--- src/sv/utf8l1_pkg.sv ---
// Shared types and constants for the UTF-8 to Latin-1 transcoder.
`timescale 1ns / 1ps

package utf8l1_pkg;

   localparam logic [2:0] ST_ACCEPT   = 3'd0;
   localparam logic [2:0] ST_ONE_LEFT = 3'd1;
   localparam logic [2:0] ST_TWO_LEFT = 3'd2;
   localparam logic [2:0] ST_AFTER_E0 = 3'd3;
   localparam logic [2:0] ST_AFTER_ED = 3'd4;
   localparam logic [2:0] ST_AFTER_F0 = 3'd5;
   localparam logic [2:0] ST_AFTER_F1 = 3'd6;
   localparam logic [2:0] ST_AFTER_F4 = 3'd7;

   localparam logic [7:0] SUBST_CHAR   = 8'h3F;
   localparam logic [7:0] CUTOFF_RESET = 8'hFF;
   localparam logic [7:0] CONT_MASK    = 8'h3F;
   localparam logic [7:0] ASCII_LIMIT  = 8'h80;

   localparam logic [0:0] REG_CUTOFF = 1'b0;

   typedef struct packed {
      logic [7:0] out_char;
      logic       last_of_string;
   } result_type;

   typedef struct packed {
      logic [1:0]            count;
      result_type [1:0]      item;
   } push_type;

endpackage

--- src/sv/utf8l1_csr.sv ---
// Configuration register file: cutoff code point behind an APB-style port.
`timescale 1ns / 1ps

module utf8l1_csr (
   input  logic        clock,
   input  logic        reset,
   input  logic        psel,
   input  logic        penable,
   input  logic        pwrite,
   input  logic [2:0]  paddr,
   input  logic [31:0] pwdata,
   output logic [31:0] prdata,
   output logic        pready,
   output logic [7:0]  cutoff
);

   logic [7:0] cutoff_ff;
   logic [7:0] cutoff_in;
   logic       wr_en;

   assign pready = 1'b1;
   assign wr_en  = psel && penable && pwrite && pready;

   always_comb begin
      cutoff_in = cutoff_ff;
      if (wr_en && (paddr[2:2] == utf8l1_pkg::REG_CUTOFF)) begin
         cutoff_in = pwdata[7:0];
      end
   end

   always_ff @(posedge clock) begin
      if (reset) begin
         cutoff_ff <= utf8l1_pkg::CUTOFF_RESET;
      end else begin
         cutoff_ff <= cutoff_in;
      end
   end

   always_comb begin
      prdata = 32'd0;
      if (paddr[2:2] == utf8l1_pkg::REG_CUTOFF) begin
         prdata = {24'd0, cutoff_ff};
      end
   end

   assign cutoff = cutoff_ff;

endmodule

--- src/sv/utf8l1_decode.sv ---
// Strict UTF-8 decode step: one byte in, up to two output bytes and next state out.
`timescale 1ns / 1ps

module utf8l1_decode (
   input  logic [2:0]           state,
   input  logic [20:0]          partial,
   input  logic [7:0]           in_byte,
   input  logic                 end_of_string,
   input  logic [7:0]           cutoff,
   output utf8l1_pkg::push_type push,
   output logic [2:0]           state_next,
   output logic [20:0]          partial_next
);

   localparam logic [1:0] FEED_DONE = 2'd0;
   localparam logic [1:0] FEED_MORE = 2'd1;
   localparam logic [1:0] FEED_BAD  = 2'd2;

   typedef struct packed {
      logic [1:0]  code;
      logic [2:0]  state;
      logic [20:0] value;
   } feed_type;

   function automatic feed_type feed_lead(input logic [7:0] b);
      feed_type f;
      f.code  = FEED_BAD;
      f.state = utf8l1_pkg::ST_ACCEPT;
      f.value = 21'd0;
      if (b < utf8l1_pkg::ASCII_LIMIT) begin
         f.code  = FEED_DONE;
         f.value = {13'd0, b};
      end else if (b < 8'hC2) begin
         f.code = FEED_BAD;
      end else if (b < 8'hE0) begin
         f.code  = FEED_MORE;
         f.state = utf8l1_pkg::ST_ONE_LEFT;
         f.value = {16'd0, b[4:0]};
      end else if (b < 8'hF0) begin
         f.code  = FEED_MORE;
         f.state = (b == 8'hE0) ? utf8l1_pkg::ST_AFTER_E0 :
                   (b == 8'hED) ? utf8l1_pkg::ST_AFTER_ED : utf8l1_pkg::ST_TWO_LEFT;
         f.value = {17'd0, b[3:0]};
      end else if (b < 8'hF5) begin
         f.code  = FEED_MORE;
         f.state = (b == 8'hF0) ? utf8l1_pkg::ST_AFTER_F0 :
                   (b == 8'hF4) ? utf8l1_pkg::ST_AFTER_F4 : utf8l1_pkg::ST_AFTER_F1;
         f.value = {18'd0, b[2:0]};
      end
      return f;
   endfunction

   function automatic feed_type feed_cont(input logic [2:0] st, input logic [20:0] pt,
                                          input logic [7:0] b);
      feed_type   f;
      logic [7:0] lo;
      logic [7:0] hi;
      logic [2:0] nxt;
      lo  = 8'h80;
      hi  = 8'hBF;
      nxt = utf8l1_pkg::ST_ACCEPT;
      unique case (st)
         utf8l1_pkg::ST_ONE_LEFT: nxt = utf8l1_pkg::ST_ACCEPT;
         utf8l1_pkg::ST_TWO_LEFT: nxt = utf8l1_pkg::ST_ONE_LEFT;
         utf8l1_pkg::ST_AFTER_E0: begin
            lo  = 8'hA0;
            nxt = utf8l1_pkg::ST_ONE_LEFT;
         end
         utf8l1_pkg::ST_AFTER_ED: begin
            hi  = 8'h9F;
            nxt = utf8l1_pkg::ST_ONE_LEFT;
         end
         utf8l1_pkg::ST_AFTER_F0: begin
            lo  = 8'h90;
            nxt = utf8l1_pkg::ST_TWO_LEFT;
         end
         utf8l1_pkg::ST_AFTER_F1: nxt = utf8l1_pkg::ST_TWO_LEFT;
         utf8l1_pkg::ST_AFTER_F4: begin
            hi  = 8'h8F;
            nxt = utf8l1_pkg::ST_TWO_LEFT;
         end
         default: begin
            lo  = 8'hFF;
            hi  = 8'h00;
            nxt = utf8l1_pkg::ST_ACCEPT;
         end
      endcase
      f.state = nxt;
      f.value = {pt[14:0], b[5:0] & utf8l1_pkg::CONT_MASK[5:0]};
      if ((b < lo) || (b > hi)) begin
         f.code = FEED_BAD;
      end else if (nxt == utf8l1_pkg::ST_ACCEPT) begin
         f.code = FEED_DONE;
      end else begin
         f.code = FEED_MORE;
      end
      return f;
   endfunction

   function automatic logic [7:0] to_char(input logic [20:0] cp, input logic [7:0] lim);
      return (cp <= {13'd0, lim}) ? cp[7:0] : utf8l1_pkg::SUBST_CHAR;
   endfunction

   feed_type fa;
   feed_type f1;

   assign fa = feed_lead(in_byte);
   assign f1 = (state == utf8l1_pkg::ST_ACCEPT) ? fa : feed_cont(state, partial, in_byte);

   always_comb begin
      push         = '0;
      state_next   = utf8l1_pkg::ST_ACCEPT;
      partial_next = 21'd0;
      case (f1.code)
         FEED_DONE: begin
            push.item[0].out_char = to_char(f1.value, cutoff);
            push.count            = 2'd1;
         end
         FEED_MORE: begin
            state_next   = f1.state;
            partial_next = f1.value;
         end
         default: begin
            push.item[0].out_char = utf8l1_pkg::SUBST_CHAR;
            push.count            = 2'd1;
            if (state != utf8l1_pkg::ST_ACCEPT) begin
               case (fa.code)
                  FEED_DONE: begin
                     push.item[1].out_char = to_char(fa.value, cutoff);
                     push.count            = 2'd2;
                  end
                  FEED_MORE: begin
                     state_next   = fa.state;
                     partial_next = fa.value;
                  end
                  default: begin
                     push.item[1].out_char = utf8l1_pkg::SUBST_CHAR;
                     push.count            = 2'd2;
                  end
               endcase
            end
         end
      endcase
      if (end_of_string) begin
         if (state_next != utf8l1_pkg::ST_ACCEPT) begin
            if (push.count == 2'd0) begin
               push.item[0].out_char = utf8l1_pkg::SUBST_CHAR;
               push.count            = 2'd1;
            end else begin
               push.item[1].out_char = utf8l1_pkg::SUBST_CHAR;
               push.count            = 2'd2;
            end
         end
         state_next   = utf8l1_pkg::ST_ACCEPT;
         partial_next = 21'd0;
         case (push.count)
            2'd1:    push.item[0].last_of_string = 1'b1;
            2'd2:    push.item[1].last_of_string = 1'b1;
            default: ;
         endcase
      end
   end

endmodule

--- src/sv/utf8l1_outbuf.sv ---
// Two-entry response queue: up to two bytes in per cycle, one out unless rd_stall.
`timescale 1ns / 1ps

module utf8l1_outbuf (
   input  logic                   clock,
   input  logic                   reset,
   input  utf8l1_pkg::push_type   push,
   input  logic                   rd_stall,
   output logic                   rd_valid,
   output utf8l1_pkg::result_type rd_data,
   output logic [1:0]             space
);

   utf8l1_pkg::result_type q_ff [2];
   utf8l1_pkg::result_type q_in [2];
   logic [1:0]             count_ff;
   logic [1:0]             count_in;
   logic [1:0]             count_pop;
   logic                   pop;

   assign rd_valid  = (count_ff != 2'd0);
   assign rd_data   = q_ff[0];
   assign pop       = rd_valid && !rd_stall;
   assign count_pop = count_ff - {1'b0, pop};
   assign space     = 2'd2 - count_pop;

   always_comb begin
      q_in[0] = pop ? q_ff[1] : q_ff[0];
      q_in[1] = q_ff[1];
      case (count_pop)
         2'd0: begin
            if (push.count != 2'd0) begin
               q_in[0] = push.item[0];
            end
            if (push.count == 2'd2) begin
               q_in[1] = push.item[1];
            end
         end
         2'd1: begin
            if (push.count != 2'd0) begin
               q_in[1] = push.item[0];
            end
         end
         default: ;
      endcase
      count_in = count_pop + push.count;
   end

   always_ff @(posedge clock) begin
      if (reset) begin
         count_ff <= 2'd0;
      end else begin
         count_ff <= count_in;
      end
   end

   always_ff @(posedge clock) begin
      q_ff[0] <= q_in[0];
      q_ff[1] <= q_in[1];
   end

endmodule

--- src/sv/utf8_to_latin1_transcoder_core.sv ---
// Top level of the strict UTF-8 to Latin-1 transcoder.
//
// Request channel: one UTF-8 byte per request (req_in_byte) with
// req_end_of_string set on the last byte of a string. Response channel: one
// Latin-1 byte per response (rsp_out_char), 0x3F for anything rejected or
// above the cutoff, with rsp_last_of_string on the last byte of a string.
// A request yields zero, one or two responses.
// A taken request is held in the request register and decoded into the
// response queue. Throughput: one request per cycle while rsp_stall is low and
// each yields at most one response; a request that yields two holds the
// request register until the queue has room for both. The two-entry response
// queue and the request register set this rate. The cutoff register (address
// 0) is written over the APB-style port; the user must write it only while the
// block is idle, which the block itself does not enforce. Reset (synchronous)
// sets it to 0xFF, empties the request register and response queue and returns
// the decoder to its accept state. While rsp_stall is high the queue holds its
// head; once it lacks room for the held request's responses, req_stall rises
// and the request register holds its byte.
`timescale 1ns / 1ps

module utf8_to_latin1_transcoder_core (
   input  logic        clock,
   input  logic        reset,
   input  logic        req_valid,
   output logic        req_stall,
   input  logic [7:0]  req_in_byte,
   input  logic        req_end_of_string,
   output logic        rsp_valid,
   input  logic        rsp_stall,
   output logic [7:0]  rsp_out_char,
   output logic        rsp_last_of_string,
   input  logic        psel,
   input  logic        penable,
   input  logic        pwrite,
   input  logic [2:0]  paddr,
   input  logic [31:0] pwdata,
   output logic [31:0] prdata,
   output logic        pready
);

   logic                   in_valid_ff;
   logic                   in_valid_in;
   logic [7:0]             in_byte_ff;
   logic [7:0]             in_byte_in;
   logic                   in_eos_ff;
   logic                   in_eos_in;
   logic [2:0]             state_ff;
   logic [2:0]             state_in;
   logic [20:0]            partial_ff;
   logic [20:0]            partial_in;
   logic [2:0]             dec_state;
   logic [20:0]            dec_partial;
   logic [7:0]             cutoff;
   logic [1:0]             space;
   logic                   process;
   logic                   take;
   utf8l1_pkg::push_type   dec_push;
   utf8l1_pkg::push_type   buf_push;
   utf8l1_pkg::result_type head;

   utf8l1_csr u_csr (
      .clock   (clock),
      .reset   (reset),
      .psel    (psel),
      .penable (penable),
      .pwrite  (pwrite),
      .paddr   (paddr),
      .pwdata  (pwdata),
      .prdata  (prdata),
      .pready  (pready),
      .cutoff  (cutoff)
   );

   utf8l1_decode u_decode (
      .state         (state_ff),
      .partial       (partial_ff),
      .in_byte       (in_byte_ff),
      .end_of_string (in_eos_ff),
      .cutoff        (cutoff),
      .push          (dec_push),
      .state_next    (dec_state),
      .partial_next  (dec_partial)
   );

   assign process   = in_valid_ff && (dec_push.count <= space);
   assign req_stall = in_valid_ff && !process;
   assign take      = req_valid && !req_stall;

   always_comb begin
      buf_push = dec_push;
      if (!process) begin
         buf_push.count = 2'd0;
      end
   end

   utf8l1_outbuf u_outbuf (
      .clock    (clock),
      .reset    (reset),
      .push     (buf_push),
      .rd_stall (rsp_stall),
      .rd_valid (rsp_valid),
      .rd_data  (head),
      .space    (space)
   );

   assign rsp_out_char       = head.out_char;
   assign rsp_last_of_string = head.last_of_string;

   always_comb begin
      in_valid_in = take ? 1'b1 : (in_valid_ff && !process);
      in_byte_in  = take ? req_in_byte : in_byte_ff;
      in_eos_in   = take ? req_end_of_string : in_eos_ff;
      state_in    = process ? dec_state : state_ff;
      partial_in  = process ? dec_partial : partial_ff;
   end

   always_ff @(posedge clock) begin
      if (reset) begin
         in_valid_ff <= 1'b0;
         state_ff    <= utf8l1_pkg::ST_ACCEPT;
         partial_ff  <= 21'd0;
      end else begin
         in_valid_ff <= in_valid_in;
         state_ff    <= state_in;
         partial_ff  <= partial_in;
      end
   end

   always_ff @(posedge clock) begin
      in_byte_ff <= in_byte_in;
      in_eos_ff  <= in_eos_in;
   end

endmodule
--- config.mk ---
export PLATFORM = sky130hd
export DESIGN_NAME = utf8_to_latin1_transcoder_core
export DESIGN_NICKNAME = d
export VERILOG_FILES = /design/src/sv/utf8l1_pkg.sv /design/src/sv/utf8l1_csr.sv /design/src/sv/utf8l1_decode.sv /design/src/sv/utf8l1_outbuf.sv /design/src/sv/utf8_to_latin1_transcoder_core.sv
export SDC_FILE = /design/constraint.sdc
export NUM_CORES = 1
export LEC_CHECK = 0
export CORE_ASPECT_RATIO = 1.1
export CORE_MARGIN = 3
export CORE_UTILIZATION = 56
export DETAILED_ROUTE_END_ITERATION = 12
export DONT_BUFFER_PORTS = 1
export PLACE_DENSITY_LB_ADDON = 0.12
export SYNTH_ARGS = -nofsm -noshare
export SYNTH_HDL_FRONTEND = slang
export SYNTH_HIERARCHICAL = 1
export SYNTH_SLANG_ARGS = --single-unit
export TNS_END_PERCENT = 30
--- constraint.sdc ---
create_clock -name clock -period 9.74 [get_ports clock]
set_input_delay 0.974 -clock clock [delete_from_list [all_inputs] [get_ports clock]]
set_output_delay 0.974 -clock clock [all_outputs]
set_load 0.05 [all_outputs]
==> impl_metrics.env <==
export IMPL_grt_max_degree=56
export IMPL_worstPathRequired_ps=8770
export IMPL_wl_per_cell_um=14.49
export IMPL_tns_ps=0
export IMPL_hpwl_mm=6.410
export IMPL_hold_path_startpoint="partial_ff[1]$_SDFFE_PP0P_"
export IMPL_nNetsFinal=564
export IMPL_rsz0062_at_grt="false"
export IMPL_die_w_um=90.86
export IMPL_status="completed"
export IMPL_clkPwrFrac=0.155
export IMPL_path_class="reg -> out"
export IMPL_grt_pass1_wl_mm=14.41
export IMPL_critPathCaptureType="output port"
export IMPL_cts_setup_buffers=0
export IMPL_syn_area_per_cell_sq_um=8.766
export IMPL_switchingPower_uw=457.4
export IMPL_placementRows=33
export IMPL_fp_dieH_um=99.34
export IMPL_numClockSinks=56
export IMPL_htreeDepth=2
export IMPL_hold_viol_final=0
export IMPL_holdBufCountCts=0
export IMPL_detail_route_vias_per_cell=5.467
export IMPL_r2r_cells=18
export IMPL_initial_core_util=0.5870
export IMPL_cp_slowest_cell="nor3_4"
export IMPL_drtPass1Iterations=5
export IMPL_antenna_found_initial=0
export IMPL_ant_nets=0
export IMPL_final_period_utilization=0.5632
export IMPL_clock_skew_final_ps=9.196
export IMPL_worstPathArrival_ps=4510
export IMPL_max_freq_mhz=182.3
export IMPL_ir_drop_uv=82.97
export IMPL_timing_hold_ws_ps=481.0
export IMPL_crit_path_cell_trace="nor3_4 -> inv_4 -> ha_1 -> a21o_1 -> a21oi_1 -> a21o_1 -> a211oi_4 -> mux2i_1 -> nand3_2 -> nand2_1 -> ha_1 -> nor2b_4 -> o211ai_1 -> inv_1"
export IMPL_total_power_uw=1017
export IMPL_yosys_warnings=6
export IMPL_finalSetupViolations=0
export IMPL_clk_pin_slew_worst_paths_ps=100
export IMPL_endpoint="req_stall"
export IMPL_cp_slowest_stage_delay_ps=720
export IMPL_grt_pass1_vias=3070
export IMPL_pin_count=95
export IMPL_cp_start_kind="register"
export IMPL_synthCells=506
export IMPL_cap_violations=0
export IMPL_io_buffers=0
export IMPL_power_frac_comb=0.437
export IMPL_drv_slew=0
export IMPL_power_internal_uw=560.1
export IMPL_drt_initial_drc_count=198
export IMPL_area_growth_pct=-2.087
export IMPL_holdPathStages=2
export IMPL_slew_headroom=0.4621
export IMPL_cts_buffer_depth=2
export IMPL_dieArea_sq_um=9026
export IMPL_sw_frac_of_total=0.4495
export IMPL_leakagePower_uw=0.001869
export IMPL_timing_rr_end="u_outbuf/q_ff[0][17]$_DFFE_PP_"
export IMPL_clk_root_buffer_cell="clkbuf_8"
export IMPL_worst_slew_pin_slew_ps=804.2
export IMPL_drc=0
export IMPL_cts_resized=0
export IMPL_reg2reg_slack_ps=4510
export IMPL_drive_gt1_frac=0.1063
export IMPL_path_max_fanout=14
export IMPL_grtUsageTotal=0.1907
export IMPL_clock_latency_ps=320
export IMPL_fin_crit_ps=5485
export IMPL_critPathLaunch="state_ff[1]$_SDFFE_PP0P_"
export IMPL_multi_input_comb_area_sq_um=2680
export IMPL_via_count=3198
export IMPL_overflow=0
export IMPL_worstReg2RegStart="state_ff[1]$_SDFFE_PP0P_"
export IMPL_seqCellArea_sq_um=1301
export IMPL_netlist_area_sq_um=4436
export IMPL_power_density_nw_per_um2=234.3
export IMPL_place_congestion=0.8462
export IMPL_core_area_sq_um=7556
export IMPL_tritoncts="done"
export IMPL_antennaDiodeCount=0
export IMPL_drt_total_wl_mm=8.475
export IMPL_seq_power_share=0.408
export IMPL_cts_buffers=5
export IMPL_hold_path_class="reg -> reg"
export IMPL_fill_cells=710
power by group through the flow:
| stage | sequential [uW] | combinational, uW | clock [uW] |
|---|---|---|---|
| floorplan | 332 | 525 | 0 |
| global placement | 420 | 433 | 0 |
| detailed placement | 421 | 445 | 0 |
| CTS | 415 | 446 | 164 |
| global route | 424 | 493 | 168 |
| finish | 415 | 445 | 158 |
cells in the final DEF, fill, tap and decap left out, types with 10 or more instances in the layout:
cell and count:
nor2_1 47, nand2b_1 41, dfxtp_1 38, nand2_1 34
ha_1 34, mux2i_1 28, conb_1 26, inv_1 25
edfxtp_1 18, a21oi_1 17, and2_1 15, o21ai_0 12
a31oi_1 11, mux2_2 10
per-stage QoR:
step / cell area [sq um] / instances / worst slack (ps) / util
2_1_floorplan: 4522 / 529 / 5027 / -
3_3_place_gp: 4232 / 577 / 4653 / 0.5600
3_5_place_dp: 4232 / 577 / 4559 / 0.5600
4_1_cts: 4343 / 585 / 4268 / 0.5748
5_1_grt: 4343 / 585 / 3957 / 0.5748
6_report: 4343 / 585 / 4255 / 0.5748
metal layers:
metal	track usage	routed length, um	vias to the layer above
li1	-	-	1618
met1	0.2415	3917	1487
met2	0.3371	4094	86
met3	0.03026	385	7
met4	0.05452	78	0
met5	0	0	-
cell type report:
| class | count | area share |
|---|---|---|
| inverters | 27 | 0.02391 |
| flip-flops and latches | 56 | 0.2996 |
| clock inverters | 2 | 0.008931 |
| multi-input cells | 387 | 0.6171 |
| clock buffers | 6 | 0.01671 |
| repair buffers | 2 | 0.003457 |
| well taps | 105 | 0.03025 |
flip-flops by register name, summed over array words and instances (netlist names):
| name | cells |
|---|---|
| partial_ff | 15 |
| u_outbuf/q_ff | 18 |
| u_outbuf/count_ff | 2 |
| u_csr/cutoff | 8 |
| state_ff | 3 |
| in_eos_ff | 1 |
| in_byte_ff | 8 |
| in_valid_ff | 1 |
how the worst min path moves through the flow:
stage                                              to  slack [ps]
after floorplan           partial_ff[10]$_SDFFE_PP0P_         450
after global placement     partial_ff[9]$_SDFFE_PP0P_         460
after detailed placement   partial_ff[0]$_SDFFE_PP0P_         460
after CTS                  partial_ff[0]$_SDFFE_PP0P_         480
after global routing      partial_ff[10]$_SDFFE_PP0P_         510
final                      partial_ff[1]$_SDFFE_PP0P_         480
worst max-delay path, delay by kind of cell, from the launching register on:
kind | cells | cell delay [ps]
AND/OR/NAND/NOR | 4 | 1200
AO/OA/AOI/OAI | 5 | 1020
flip-flops | 1 | 450
buffers and inverters | 2 | 450
multiplexers | 1 | 420
adder cells (fa/ha/maj) | 2 | 620
No activity file was read; power rests on OpenSTA's default activity.
